### src/rtl/sbl_pkg.sv
`default_nettype none

package sbl_pkg;

  localparam int VAL_W = 8;

  // operation codes
  localparam logic MODE_INSERT = 1'b0;
  localparam logic MODE_DELETE = 1'b1;

  // result status codes
  localparam logic [2:0] ST_INSERTED  = 3'd0;
  localparam logic [2:0] ST_DELETED   = 3'd1;
  localparam logic [2:0] ST_NOT_FOUND = 3'd2;
  localparam logic [2:0] ST_FULL      = 3'd3;
  localparam logic [2:0] ST_EMPTY     = 3'd4;

  typedef struct packed {
    logic                    mode;
    logic signed [VAL_W-1:0] value;
  } sbl_in_t;

  typedef struct packed {
    logic [2:0] status;
    logic [4:0] entry_count;
  } sbl_out_t;

endpackage

`default_nettype wire

### src/rtl/sbl_mem.sv
`default_nettype none

module sbl_mem import sbl_pkg::*; #(
  parameter int DEPTH = 16,
  parameter int AW    = (DEPTH > 1) ? $clog2(DEPTH) : 1
) (
  input  logic             clk,
  input  logic             we,
  input  logic [AW-1:0]    waddr,
  input  logic [VAL_W-1:0] wdata,
  input  logic [AW-1:0]    raddr,
  output logic [VAL_W-1:0] rdata
);

  logic [VAL_W-1:0] mem [DEPTH];

  // write port
  always_ff @(posedge clk) begin
    if (we) begin
      mem[waddr] <= wdata;
    end
  end

  // registered read port
  always_ff @(posedge clk) begin
    rdata <= mem[raddr];
  end

endmodule

`default_nettype wire

### src/rtl/sorted_byte_list_top.sv
// sorted byte list: a table of up to CAPACITY signed bytes kept in ascending order.
// input beat (in_valid/in_ready, in_data): mode 0 inserts value ahead of the first
// entry not smaller, mode 1 deletes the first entry equal to value.
// result beat (out_valid/out_ready, out_data): status and entry count after the op.
// one item at a time: in_ready is high only while the sequencer is idle.
// the entries sit in a one-port-read, one-port-write ram walked one entry a cycle.
// a full insert or an empty delete skips the walk and goes straight to the result.
// a finished result waits in the output register; if the receiver stalls, the
// sequencer holds its result until that register frees, then goes idle.
// reset (rst_n low, synchronous) empties the table at once; no clearing pass,
// since only entries below the count are ever used.
`default_nettype none

module sorted_byte_list_top import sbl_pkg::*; #(
  parameter int CAPACITY = 16
) (
  input  logic     clk,
  input  logic     rst_n,
  input  logic     in_valid,
  output logic     in_ready,
  input  sbl_in_t  in_data,
  output logic     out_valid,
  input  logic     out_ready,
  output sbl_out_t out_data
);

  localparam int AW = (CAPACITY > 1) ? $clog2(CAPACITY) : 1;
  localparam int CW = $clog2(CAPACITY + 1);
  localparam logic [CW-1:0] CAP_CNT = CW'(CAPACITY);

  localparam logic [1:0] S_IDLE = 2'd0;
  localparam logic [1:0] S_WALK = 2'd1;
  localparam logic [1:0] S_FIN  = 2'd2;

  logic [1:0]              state_r, state_nxt;
  logic [CW-1:0]           count_r, count_nxt;
  logic                    out_valid_r, out_valid_nxt;
  sbl_out_t                out_data_r, out_data_nxt;
  logic                    mode_r, mode_nxt;
  logic signed [VAL_W-1:0] value_r, value_nxt;
  logic [AW-1:0]           i_r, i_nxt;
  logic                    placed_r, placed_nxt;
  logic [VAL_W-1:0]        carry_r, carry_nxt;
  logic [2:0]              status_r, status_nxt;

  logic             we;
  logic [AW-1:0]    waddr;
  logic [VAL_W-1:0] wdata;
  logic [AW-1:0]    raddr;
  logic [VAL_W-1:0] rdata;

  logic [CW-1:0] i_ext;
  logic          have;
  logic          last_ins;
  logic          last_del;
  logic          hit;
  logic [31:0]   cnt_wide;

  // entry storage; reads run ahead of writes (one address on insert, two on delete), so no overlap
  sbl_mem #(
    .DEPTH (CAPACITY),
    .AW    (AW)
  ) u_mem (
    .clk   (clk),
    .we    (we),
    .waddr (waddr),
    .wdata (wdata),
    .raddr (raddr),
    .rdata (rdata)
  );

  // walk position compares
  assign i_ext    = CW'(i_r);
  assign have     = i_ext < count_r;
  assign last_ins = i_ext == count_r;
  assign last_del = i_ext == (count_r - 1'b1);
  assign hit      = $signed(rdata) == value_r;
  assign cnt_wide = 32'(count_r);

  assign in_ready  = state_r == S_IDLE;
  assign out_valid = out_valid_r;
  assign out_data  = out_data_r;

  // sequencer
  always_comb begin
    state_nxt     = state_r;
    count_nxt     = count_r;
    out_valid_nxt = out_valid_r && !out_ready;
    out_data_nxt  = out_data_r;
    mode_nxt      = mode_r;
    value_nxt     = value_r;
    i_nxt         = i_r;
    placed_nxt    = placed_r;
    carry_nxt     = carry_r;
    status_nxt    = status_r;
    we            = 1'b0;
    waddr         = i_r;
    wdata         = value_r;
    raddr         = '0;
    unique case (state_r)
      S_IDLE: begin
        // accept a beat and start reading entry zero
        if (in_valid) begin
          mode_nxt   = in_data.mode;
          value_nxt  = in_data.value;
          i_nxt      = '0;
          placed_nxt = 1'b0;
          if (in_data.mode == MODE_INSERT && count_r == CAP_CNT) begin
            status_nxt = ST_FULL;
            state_nxt  = S_FIN;
          end else if (in_data.mode == MODE_DELETE && count_r == '0) begin
            status_nxt = ST_EMPTY;
            state_nxt  = S_FIN;
          end else begin
            state_nxt = S_WALK;
          end
        end
      end
      S_WALK: begin
        raddr = i_r + 1'b1;
        i_nxt = i_r + 1'b1;
        if (mode_r == MODE_INSERT) begin
          // place value at first slot not smaller, then ripple the rest up
          if (!placed_r) begin
            if (!have || value_r <= $signed(rdata)) begin
              we         = 1'b1;
              wdata      = value_r;
              carry_nxt  = rdata;
              placed_nxt = 1'b1;
            end
          end else begin
            we        = 1'b1;
            wdata     = carry_r;
            carry_nxt = rdata;
          end
          if (last_ins) begin
            count_nxt  = count_r + 1'b1;
            status_nxt = ST_INSERTED;
            state_nxt  = S_FIN;
          end
        end else begin
          // find first match, then shift later entries down by one
          if (!placed_r) begin
            if (hit) begin
              placed_nxt = 1'b1;
            end
          end else begin
            we    = 1'b1;
            waddr = i_r - 1'b1;
            wdata = rdata;
          end
          if (last_del) begin
            if (placed_r || hit) begin
              count_nxt  = count_r - 1'b1;
              status_nxt = ST_DELETED;
            end else begin
              status_nxt = ST_NOT_FOUND;
            end
            state_nxt = S_FIN;
          end
        end
      end
      S_FIN: begin
        // hand result to output register once it is free
        if (!out_valid_r || out_ready) begin
          out_valid_nxt            = 1'b1;
          out_data_nxt.status      = status_r;
          out_data_nxt.entry_count = cnt_wide[4:0];
          state_nxt                = S_IDLE;
        end
      end
      default: begin
        state_nxt = S_IDLE;
      end
    endcase
  end

  // control state
  always_ff @(posedge clk) begin
    if (!rst_n) begin
      state_r     <= S_IDLE;
      count_r     <= '0;
      out_valid_r <= 1'b0;
    end else begin
      state_r     <= state_nxt;
      count_r     <= count_nxt;
      out_valid_r <= out_valid_nxt;
    end
  end

  // payload and walk registers
  always_ff @(posedge clk) begin
    out_data_r <= out_data_nxt;
    mode_r     <= mode_nxt;
    value_r    <= value_nxt;
    i_r        <= i_nxt;
    placed_r   <= placed_nxt;
    carry_r    <= carry_nxt;
    status_r   <= status_nxt;
  end

endmodule

`default_nettype wire

### config.mk
export PLATFORM = sky130hd
export DESIGN_NAME = sorted_byte_list_top
export DESIGN_NICKNAME = d
export VERILOG_FILES = /design/src/rtl/sbl_pkg.sv /design/src/rtl/sbl_mem.sv /design/src/rtl/sorted_byte_list_top.sv
export SDC_FILE = /design/constraint.sdc
export NUM_CORES = 1
export LEC_CHECK = 0
export BUFFER_PORTS_ARGS = -buffer_cell sky130_fd_sc_hd__buf_4
export CAP_MARGIN = 10
export CORE_ASPECT_RATIO = 0.6
export CORE_MARGIN = 2
export CORE_UTILIZATION = 49
export DETAILED_ROUTE_END_ITERATION = 12
export PLACE_DENSITY_LB_ADDON = 0.1
export SYNTH_ARGS = -nofsm -noshare
export SYNTH_HDL_FRONTEND = slang
export SYNTH_SLANG_ARGS = --single-unit
### constraint.sdc
create_clock -name clk -period 3 [get_ports clk]
set_clock_uncertainty 0.05 [all_clocks]
set_input_delay 0.15 -clock clk [delete_from_list [all_inputs] [get_ports clk]]
set_output_delay 0.15 -clock clk [all_outputs]
set_load 0.005 [all_outputs]
# Word-level counts from Yosys, hierarchy flattened
# Memory sizes are Yosys's and may differ from the RTL's. A register that Yosys moved wholly into a read port is not among the register bits.
# Cells that the tools add are included.
word_totals:
  register_bits: 41
  ramBits: 128
  inputBits: 13
  out_inout_bits: 10
  wordCells: 100
  n_memories: 1
mem_list:
  columns: ["name", "words", "width", "rd", "rd_clocked_by_memory_dff", "wr", "line", "rtl"]
  rows:
  - ["u_mem.mem", 16, 8, 1, 1, 1, "sbl_mem.sv:15", "logic [VAL_W-1:0] mem [DEPTH];"]
op_classes:
  n_addsub: 4
  magnitude_cmp: 2
  eq_ne: 13
  n_mux: 46
  n_bitwise: 2
  reduce_logical: 21
op_table:
  columns: ["cell", "n"]
  rows:
  - ["2-to-1 mux 8 bit", 6]
  - ["2-to-1 mux 4 bit", 5]
  - ["2-to-1 mux 5 bit", 4]
  - ["2-to-1 mux 3 bit", 6]
  - ["2-to-1 mux 2 bit", 8]
  - ["2-to-1 mux 1 bit", 13]
  - ["equality test 4 x 5 -> 1 bit", 2]
  - ["equality test 8 bit", 1]
  - ["<= comparator 8 bit", 1]
  - ["one-hot mux 4 bit (2 select lines)", 1]
  - ["AND reduction 4 bit", 2]
  - ["inequality test 3 bit, second input constant", 2]
  - ["one-hot mux 2 bit (3 select lines)", 1]
  - ["one-hot mux 3 bit (2 select lines)", 1]
  - ["AND reduction 2 bit", 3]
  - ["nonzero test 2 bit", 3]
  - ["adder 5 x 1 -> 5 bit, second input constant", 1]
  - ["equality test 5 bit, second input constant", 1]
  - ["zero test 5 bit", 1]
  - ["less-than comparator 4 x 5 -> 1 bit", 1]
  - ["AND reduction 5 bit", 1]
  - ["subtractor 5 x 1 -> 5 bit, second input constant", 1]
  - ["adder 4 x 1 -> 4 bit, second input constant", 1]
  - ["inequality test 2 x 1 -> 1 bit, second input constant", 2]
  - ["12 further kinds", 20]

# Depth between registers and ports, before layout
# Gate-level depths: netlist of run 1.
logic_depth:
  word_depth: 9
  ltp_mapped: 11
  ltp_nobuf: 8

# Modules after synthesis
# A second synthesis of run 1 with hierarchy kept.
unflattened:
  cells_unflattened: 440
  hier_area_um2: 7422.1
modules_own_cells:
  columns: ["mod", "n_inst", "cells_each", "area_each_um2", "seq_area_each_um2"]
  rows:
  - ["sbl_mem", 1, 229, 5147.4, 4003.8]
  - ["sorted_byte_list_top", 1, 211, 2274.7, 1151.1]

# Worst setup path before layout of run 1
# Ideal clock, no wire load.
synth_timing:
  path_kind: "flip-flop to flip-flop"
  startpoint: "register i_r[0]"
  endpoint: "memory u_mem.mem[3][0], enable pin"
  setup_ps: 370
  arrival_time_ps: 2374
  required_time_ps: 2580
  path_slack_ps: 206
  stages_incl_launch_ff: 12
  n_path_buf: 3
  period_less_slack_ps: 2794
  path_cell_list: "edfxtp_1 buf_2 inv_2 buf_2 buf_2 ha_1 or3_1 o21ai_0 o21ai_1 o22ai_1 nand2_1 nor2_1"
synth_via:
  elab_chain_cells: 9
  elab_cells_between_ends: 13
  cone_classes: "add/sub (1); order compare (1); mux (9); reduce/logical (2)"
synth_rtl:
  columns: ["element", "line", "rtl"]
  rows:
  - ["start, declared", "sorted_byte_list_top.sv:41", "logic [AW-1:0] i_r, i_nxt;"]
  - ["start signal, assigned", "sorted_byte_list_top.sv:196", "i_r <= i_nxt;"]
  - ["less-than comparator 4 x 5 -> 1 bit", "sorted_byte_list_top.sv:74", "assign have = i_ext < count_r;"]
  - ["zero test 1 bit", "sorted_byte_list_top.sv:125", "if (!have || value_r <= $signed(rdata)) begin"]
  - ["logical OR 1 bit", "sorted_byte_list_top.sv:125", null]
  - ["2-to-1 mux 1 bit", "sorted_byte_list_top.sv:125", null]
  - ["2-to-1 mux 1 bit", "sorted_byte_list_top.sv:124", "if (!placed_r) begin"]
  - ["2-to-1 mux 1 bit", "sorted_byte_list_top.sv:122", "if (mode_r == MODE_INSERT) begin"]
  - ["2-to-1 mux 1 bit", "sorted_byte_list_top.sv:100", "unique case (state_r)"]
  - ["2-to-1 mux 1 bit", "sbl_mem.sv:19", "if (we) begin"]
  - ["2-to-1 mux 1 bit (not written as such)", "sbl_mem.sv:20", "mem[waddr] <= wdata;"]
  - ["end, declared", "sbl_mem.sv:15", null]
# Several ways; a longest one is shown, not always the timed one.

# Worst setup path in the final report of run 1
layout_timing:
  startpoint: "register count_r[0]"
  endpoint: "register state_r[0]"
layout_via:
  elab_chain_cells: 6
  elab_cells_between_ends: 14
  cone_classes: "add/sub (1); eq/ne (5); mux (4); reduce/logical (4)"
layout_rtl:
  columns: ["element", "line", "rtl"]
  rows:
  - ["start, declared", "sorted_byte_list_top.sv:36", "logic [CW-1:0] count_r, count_nxt;"]
  - ["start signal, assigned", "sorted_byte_list_top.sv:186", "count_r <= count_nxt;"]
  - ["branches (longest 6 deep; another with subtractor 5 x 1 -> 5 bit)", null, null]
  - ["end signal, assigned", "sorted_byte_list_top.sv:185", "state_r <= state_nxt;"]
  - ["end, declared", "sorted_byte_list_top.sv:35", "logic [1:0] state_r, state_nxt;"]
# Several ways; the timed one is not identified. The select of a mux whose other input is x is not followed.
# A chain may end at the register's enable or synchronous reset.

==> impl_metrics.ini, run 1 <==
[grt]
grtUsageTotal_pct = 22.44
grt_pass1_vias = 4528
globalRouteOverflowTotal = 0
grt_pass1_wl_mm = 27.43
grt_max_degree = 39
antenna_found_initial = 0

[floorplanning]
dieArea_mm2 = 0.01675
fp.dieW_um = 165.8
start_util_pct = 50.05
io_pins = 23
coreArea_mm2 = 0.01537
num_rows = 35
dieHeight_um = 101.1

[timing]
min_period_ns = 2.853
slew_headroom_pct = 30.91
hold_violations = 0
setup_tns_ns = 0
maxSlewViolCount = 0
max_freq_ghz = 0.3505
rsz0062_at_grt = false
setup_viol = 0
period_share_pct = 95.10
worst_pin_slew_ns = 1.034

[clock_network]
root_buffer = clkbuf_16
htree_levels = 4
numCtsBuffers = 17
clock_path_buffers = 2
path_clk_slew_ns = 0.08
cts_tree = yes
clock_latency_ns = 0.43
clkSinkCount = 177

[detailed_routing]
post_drt_wl_per_cell_um = 21.65
drc = 0
via_per_inst = 5.710
routed-via-count = 4785
ant_nets = 0
drt_wl_total_mm = 18.14
drt_pass1_iterations = 5
drtIter0Drc = 604

[placement]
post-dp-hpwl_mm = 12.66
io_buffer_count = 22
gp_congestion = 0.9711
dp.cells = 793

[cells_and_area]
final_common_cell = edfxtp_1
syn_to_final_growth_pct = 17.47
mostFrequentLayoutCells = 161 x edfxtp_1, 66 x buf_4, 63 x nand2_1
final_cells = 838
drive_above_1_share_pct = 19.84
n_antenna_cell = 0
nNetsFinal = 651

[critical_path]
worstSetupStartpointType = flop
crit_fanout = 7
r2r-end = state_r[0]$_SDFFE_PN0P_
crit_chain = inv_1 > ha_1 > and3_1 > a311oi_4 > nor2_1 > a21oi_1 > o2111a_1 > dlygate4sd3_1
r2r_slack_ns = 0.15
reg2reg_depth = 8
worstReg2RegStart = count_r[0]$_SDFFE_PN0P_
critPathKind = flop to flop
end_kind = flop
worstSetupStartpoint = count_r[0]$_SDFFE_PN0P_
required_ns = 3.31
crit_arrival_ns = 3.16
cp_slowest_cell = dlygate4sd3_1
cpPeakStageDelay_ns = 0.54
cp-endpoint = state_r[0]$_SDFFE_PN0P_

[worst_hold_path]
hold_class = flop to flop

[pwr]
power_density_mw_per_mm2 = 612.2
vdd_drop_max_mv = 0.4041
leakagePower_uw = 0.003194

[yosys]
syn_area_per_cell_um2 = 13.99
synth_top_area_cell = edfxtp_1
synth-edff-count = 161
ys_types = 53
ys.flop_type = edfxtp_1
ys_seq_area_share_pct = 67.00
synth_area_leaders = edfxtp_1 63%, mux2i_1 5.5%, dfxtp_1 4.2%
synth_area_mm2 = 0.007694
syn_inst = 550
synth_nets = 579
synth_async_sr_flop_share_pct = 0
synth_top_cell_area_share_pct = 62.84
ys_warn_count = 0
ys_ff_latch = 177

[flow_run]
cap_violations = 0

[outcome]
status = complete, no violations
## cell families (layout without fill, tap and decap cells)
kind of cell    Yosys count  after routing  synth area share, %
compound gates           89             89                8.131
flops                   177            177                67.00
fa+ha+maj                16             16                2.602
mux                      51             51                7.952
xor+xnor                 11             11                1.252
simple gates            154            154                9.725
buf+inv                  52            137                3.334
## cell usage after synthesis (4+ instances only)
| master | n |
|---|---|
| a211oi_1 | 17 |
| a21oi_1 | 19 |
| a311oi_1 | 16 |
| and2_1 | 17 |
| buf_2 | 11 |
| clkbuf_1 | 8 |
| dfxtp_1 | 16 |
| edfxtp_1 | 161 |
| ha_1 | 16 |
| inv_1 | 23 |
| mux2i_1 | 42 |
| mux4_2 | 8 |
| nand2_1 | 63 |
| nand2b_1 | 5 |
| nand3_1 | 7 |
| nor2_1 | 34 |
| nor3_1 | 12 |
| o21ai_0 | 13 |
| o21ai_1 | 5 |
| o31ai_1 | 4 |
| xnor2_1 | 8 |
## what timing repair did
item / in CTS / in global routing
buffers inserted: 0 / 0
gates resized for setup: 0 / 2
hold buffers: 13 / 0
hold endpoints to repair: 12 / 0
setup endpoints to repair: 0 / 57
## cell type report
class                      instances  area, um2
timing repair buffer              79      625.6
inverter                          26      102.6
clock inverter                    15      145.1
clock buffer                      17      425.4
multi-input combinational        321       2330
tap                              203      254.0
fill                            1174       6334
sequential                       177       5155
## critical path, delay by kind of cell (launching register included)
family / cells / cell delay (ns)
adder cells (fa/ha/maj): 1 / 0.28
AND/OR/NAND/NOR: 2 / 0.47
AO/OA/AOI/OAI: 3 / 0.86
flip-flops: 1 / 0.49
buffers and inverters: 2 / 0.64
## per-layer routing
layer,vias up,global-route usage [%],share of wire [%]
met5,-,0,0
met4,0,5.217,0.87
met3,20,5.811,11
met2,229,29.01,39
met1,2320,36.91,50
li1,2216,-,-
## registers in the layout (all words and copies together), names as in the netlist
name / cells
carry_r: 8
count_r: 5
i_r: 4
mode_r: 1
out_data: 8
out_valid: 1
placed_r: 1
state_r: 2
status_r: 3
u_mem.mem: 128
u_mem.rdata: 8
value_r: 8
## metrics by stage
step           hold WS [ns]  util, %  power, uW  setup WS [ns]  cell area, um2
6_report             0.3533    58.80       5533         0.1470            9037
5_1_grt              0.3800    58.80       5726        0.02940            9037
4_1_cts              0.3620    58.68       5554         0.1670            9020
3_5_place_dp         0.2802    54.12       3439         0.2246            8319
3_3_place_gp         0.2785    54.12       3433         0.2128            8319
2_1_floorplan        0.1989        -       3213         0.2057            7694
## worst min path at each step
| stage | to | cells past startpoint | from | slack [ns] |
|---|---|---|---|---|
| finish | out_data[7]$_DFFE_PP_ | 0 | status_r[2]$_SDFFCE_PP0P_ | 0.35 |
| global route | out_data[7]$_DFFE_PP_ | 0 | status_r[2]$_SDFFCE_PP0P_ | 0.38 |
| CTS | out_data[7]$_DFFE_PP_ | 0 | status_r[2]$_SDFFCE_PP0P_ | 0.36 |
| detailed placement | value_r[2]$_DFFE_PP_ | 1 | in_data[2] | 0.28 |
| global placement | value_r[0]$_DFFE_PP_ | 1 | in_data[0] | 0.28 |
| floorplan | mode_r$_DFFE_PP_ | 0 | in_data[8] | 0.20 |
## power breakdown
part	total, uW	internal [uW]	leakage [uW]	switching (uW)
registers	2820	2780	0.00160	37.3
logic	594	214	0.00132	380
clock network	2120	1110	0.000277	1020
total	5530	4100	0.00319	1430
Note: power is estimated with default switching activity, not from simulation.
==> run 2: changes to the inputs <==
--- a/config.mk
+++ b/config.mk
@@ -8,8 +8,8 @@
 export BUFFER_PORTS_ARGS = -buffer_cell sky130_fd_sc_hd__buf_4
 export CAP_MARGIN = 10
 export CORE_ASPECT_RATIO = 0.6
-export CORE_MARGIN = 2
-export CORE_UTILIZATION = 49
+export CORE_MARGIN = 1
+export CORE_UTILIZATION = 62
 export DETAILED_ROUTE_END_ITERATION = 12
 export PLACE_DENSITY_LB_ADDON = 0.1
 export SYNTH_ARGS = -nofsm -noshare
==> impl_metrics.ini, run 2 (synthesis results as in run 1) <==
[floorplanning]
fp.dieW_um = 145.8
start_util_pct = 63.78
num_rows = 31
coreArea_mm2 = 0.01206
dieArea_mm2 = 0.01287
dieHeight_um = 88.29
io_pins = 23

[cells_and_area]
regMostFlops = u_mem.mem
nNetsFinal = 645
mostFrequentLayoutCells = 161 x edfxtp_1, 63 x nand2_1, 60 x buf_4
syn_to_final_growth_pct = 16.33
n_antenna_cell = 0
drive_above_1_share_pct = 18.15
final_common_cell = edfxtp_1
largest_register_ffs = 128
utilization_pct = 74.19

[critical_path]
end_kind = flop
crit_arrival_ns = 3.01
critPathKind = flop to flop
required_ns = 3.13
crit_fanout = 8
worstSetupStartpointType = flop

[detailed_routing]
routed-via-count = 4831
ant_nets = 0
drc = 0
via_per_inst = 6.092
drtIter0Drc = 459
drt_wl_total_mm = 17.78
drt_pass1_iterations = 5
post_drt_wl_per_cell_um = 22.42

[pwr]
switching_power_uw = 1375
clkPwrFrac_pct = 40.2
sw_frac_of_total_pct = 24.19
vdd_drop_max_mv = 0.4166
p_int_uw = 4307
power_density_mw_per_mm2 = 634.9
pwr-share-seq_pct = 49.6
comb_power_share_pct = 10.2
leakagePower_uw = 0.003162

[grt]
globalRouteOverflowTotal = 0
grtUsageTotal_pct = 29.11
antenna_found_initial = 0
grtUsageMet3_pct = 9.381
grt_pass1_wl_mm = 26.62
grt_pass1_vias = 4557
busiest_layer = met1
grt_max_degree = 39
use_met1_pct = 43.75
use_met2_pct = 40.80

[timing]
setup_tns_ns = 0
period_share_pct = 95.83
rsz0062_at_grt = false
setup_viol = 0
slew_headroom_pct = 36.48
timing.hold.ws_ns = 0.3770
hold_violations = 0
maxSlewViolCount = 0
min_period_ns = 2.875
max_freq_ghz = 0.3478
worst_pin_slew_ns = 0.9508

[clock_network]
clock_latency_ns = 0.42
cts_tree = yes
numCtsBuffers = 17
htree_levels = 4
clock_path_buffers = 2
clkSinkCount = 177
path_clk_slew_ns = 0.07
root_buffer = clkbuf_16

[outcome]
status = complete, no violations

[placement]
post-dp-hpwl_mm = 12.05
gp_congestion = 0.8753
io_buffer_count = 22

[worst_hold_path]
hold_class = flop to flop

[flow_run]
cap_violations = 0
run 2: timing repair:
item,in CTS,in global routing
endpoints found under the hold margin,12,0
hold buffers,13,0
buffers inserted,0,0
endpoints found under the setup margin,0,7
resized for setup,0,2
run 2: power by group through the flow:
stage          combinational, uW  sequential (uW)  clock (uW)
3_5_place_dp                 544             2870           0
5_1_grt                      623             2830        2380
6_report                     577             2820        2280
2_1_floorplan                354             2860           0
3_3_place_gp                 532             2870           0
4_1_cts                      562             2820        2300
run 2: worst max-delay path, stage by stage (launching register included):
cell and delay (ns):
edfxtp_1 0.42, ha_1 0.36, nand3_1 0.15, o31ai_2 0.13, nor3_1 0.22, o21ai_1 0.16
a31oi_1 0.79, nor2_1 0.15, buf_4 0.22
run 2: through the flow:
step / setup slack (ns) / instances / power (uW) / instance area, um2
global route: 0.005319 / 793 / 5832 / 8950
floorplan: 0.2057 / 550 / 3213 / 7694
global placement: 0.1745 / 749 / 3400 / 8204
CTS: 0.1519 / 793 / 5678 / 8939
finish: 0.1250 / 793 / 5682 / 8950
detailed placement: 0.1766 / 749 / 3417 / 8204
run 2: layout make-up:
class / instances / area [um2]
well taps: 165 / 206.4
inverters: 26 / 102.6
clock inverters: 14 / 178.9
clock buffers: 17 / 425.4
fillers: 782 / 3113
multi-input cells: 321 / 2301
flip-flops and latches: 177 / 5155
repair buffers: 73 / 580.6
run 2: per-layer routing:
layer / up-vias / part of all wire, %
met4: 0 / 1.0
li1: 2203 / -
met3: 17 / 10
met5: - / 0
met2: 224 / 42
met1: 2387 / 46
run 2: path summary, 6_finish.rpt:
path	startpoint	endpoint	slack, ns	depth (start not counted)
hold reg to reg	status_r[1]$_DFFE_PP_	out_data[6]$_DFFE_PP_	0.38	0
setup reg to reg	value_r[6]$_DFFE_PP_	u_mem.mem[12][7]$_DFFE_PP_	0.12	8
hold / removal	status_r[1]$_DFFE_PP_	out_data[6]$_DFFE_PP_	0.38	0
setup / recovery	value_r[6]$_DFFE_PP_	u_mem.mem[12][7]$_DFFE_PP_	0.12	8
==> run 3: changes to the inputs <==
--- a/config.mk
+++ b/config.mk
@@ -9,7 +9,7 @@
 export CAP_MARGIN = 10
 export CORE_ASPECT_RATIO = 0.6
 export CORE_MARGIN = 1
-export CORE_UTILIZATION = 62
+export CORE_UTILIZATION = 50
 export DETAILED_ROUTE_END_ITERATION = 12
 export PLACE_DENSITY_LB_ADDON = 0.1
 export SYNTH_ARGS = -nofsm -noshare
==> impl_metrics.ini, run 3 (synthesis results as in run 1) <==
[critical_path]
cp_num_buf_inv = 2
timing.critical_path.mode_cell = buf_4
r2r_slack_ns = 0.20
crit_fanout = 8
cpPeakStageDelay_ns = 0.50
r2r-end = u_mem.mem[0][2]$_DFFE_PP_
crit_arrival_ns = 2.89
worstSetupStartpointType = flop
crit_chain = ha_1 > nand3_1 > o31ai_2 > nor3_1 > o21ai_1 > a31oi_1 > buf_4 > nor2_1 > buf_4
cp_slowest_cell = o31ai_2
critPathKind = flop to flop
end_kind = flop
cp_top_family = compound AO/OA/AOI/OAI gates
required_ns = 3.09
reg2reg_depth = 9
worstReg2RegStart = value_r[5]$_DFFE_PP_

[cells_and_area]
largest_register_ffs = 128
mostFrequentLayoutCells = 161 x edfxtp_1, 63 x nand2_1, 63 x buf_4
drive_above_1_share_pct = 18.35
n_antenna_cell = 0
syn_to_final_growth_pct = 16.80
final_common_cell = edfxtp_1
fill_cells = 1136
regMostFlops = u_mem.mem
nNetsFinal = 648

[placement]
io_buffer_count = 22
post-place-ws_ns = 0.1025
gp_congestion = 0.8829
post-dp-hpwl_mm = 12.18

[timing]
setup_tns_ns = 0
min_period_ns = 2.801
slew_headroom_pct = 40.13
maxSlewViolCount = 0
hold_violations = 0
setup_viol = 0
max_freq_ghz = 0.3570
worst_pin_slew_ns = 0.8962
worst_slack_ns = 0.1990
period_share_pct = 93.37
rsz0062_at_grt = false

[detailed_routing]
drtIter0Drc = 431
via_per_inst = 5.739
drt_pass1_iterations = 6
post_drt_wl_per_cell_um = 20.90
routed-via-count = 4763
drt_wl_total_mm = 17.35
ant_nets = 0
drc = 0

[flow_run]
cap_violations = 0

[clock_network]
post_cts_buffers = 0
clock_latency_ns = 0.43
clock_path_buffers = 2
clkSinkCount = 177
htree_levels = 4
path_clk_slew_ns = 0.07
numCtsBuffers = 17
cts_tree = yes
root_buffer = clkbuf_16

[floorplanning]
io_pins = 23
dieArea_mm2 = 0.01590
fp.dieW_um = 162.1
start_util_pct = 52.12
dieHeight_um = 98.09
num_rows = 34
coreArea_mm2 = 0.01476

[grt]
globalRouteOverflowTotal = 0
grtUsageTotal_pct = 23.42
grt_max_degree = 39
grt_pass1_wl_mm = 26.98
grt_pass1_vias = 4542
antenna_found_initial = 0

[pwr]
power_density_mw_per_mm2 = 619.5
vdd_drop_max_mv = 0.3553
leakagePower_uw = 0.003177

[worst_hold_path]
min_to = value_r[5]$_DFFE_PP_
hold_class = primary input to flop
whs_path_depth = 2
min-delay-start = in_data[5]

[outcome]
status = complete, no violations
[run 3: cell count changes in the layout (fill, tap and decap cells not counted), moves of 2 or more]
cell and delta:
buf_4 +3, clkinvlp_4 -3, bufinv_16 -2, clkinv_4 +2, inv_8 +2, o21ai_1 +2
[run 3: metrics by stage]
| stage | utilization (%) | cells | hold WS, ns | power, uW | area [um2] |
|---|---|---|---|---|---|
| 2_1_floorplan | - | 550 | 0.1989 | 3213 | 7694 |
| 3_3_place_gp | 55.98 | 785 | 0.2791 | 3410 | 8264 |
| 3_5_place_dp | 55.98 | 785 | 0.2795 | 3422 | 8264 |
| 4_1_cts | 60.84 | 830 | 0.3793 | 5593 | 8981 |
| 5_1_grt | 60.87 | 830 | 0.3869 | 5751 | 8986 |
| 6_report | 60.87 | 830 | 0.3877 | 5567 | 8986 |
[run 3: report_power, final]
part | switching (uW) | internal (uW) | leakage (uW)
sequential | 43.0 | 2780 | 0.00160
clock | 995 | 1180 | 0.000284
combinational | 360 | 208 | 0.00130
total | 1400 | 4170 | 0.00318
[run 3: repair_timing]
| item | CTS | global route |
|---|---|---|
| setup endpoints to repair | 0 | 11 |
| hold buffers | 13 | 0 |
| hold endpoints to repair | 12 | 0 |
| resized for setup | 0 | 1 |
[run 3: area by class of cell]
class,instances,area (um2),area share [%]
Clock buffer,17,425.4,4.734
Clock inverter,15,161.4,1.796
Inverter,26,102.6,1.142
Multi-Input combinational cell,321,2291,25.49
Sequential cell,177,5155,57.37
Tap cell,198,247.7,2.757
Timing Repair Buffer,76,603.1,6.711
[run 3: worst max-delay path by stage]
| stage | from | endpoint | slack (ns) | cells after the start |
|---|---|---|---|---|
| after floorplan | i_r[0]$_DFFE_PP_ | u_mem.mem[3][0]$_DFFE_PP_ | 0.21 | 11 |
| after global placement | value_r[5]$_DFFE_PP_ | u_mem.mem[0][0]$_DFFE_PP_ | 0.14 | 9 |
| after detailed placement | value_r[5]$_DFFE_PP_ | u_mem.mem[0][6]$_DFFE_PP_ | 0.10 | 9 |
| after CTS | value_r[5]$_DFFE_PP_ | u_mem.mem[0][6]$_DFFE_PP_ | 0.07 | 9 |
| after global routing | i_r[0]$_DFFE_PP_ | u_mem.rdata[4]$_DFF_P_ | 0.007 | 8 |
| final | value_r[5]$_DFFE_PP_ | u_mem.mem[0][2]$_DFFE_PP_ | 0.20 | 9 |
[run 3: layer usage]
layer	part of all wire (%)	GRT usage (%)	vias up
li1	-	-	2203
met1	50	38.16	2366
met2	41	30.24	173
met3	7.5	5.268	21
met4	1.2	7.765	0
met5	0	0	-
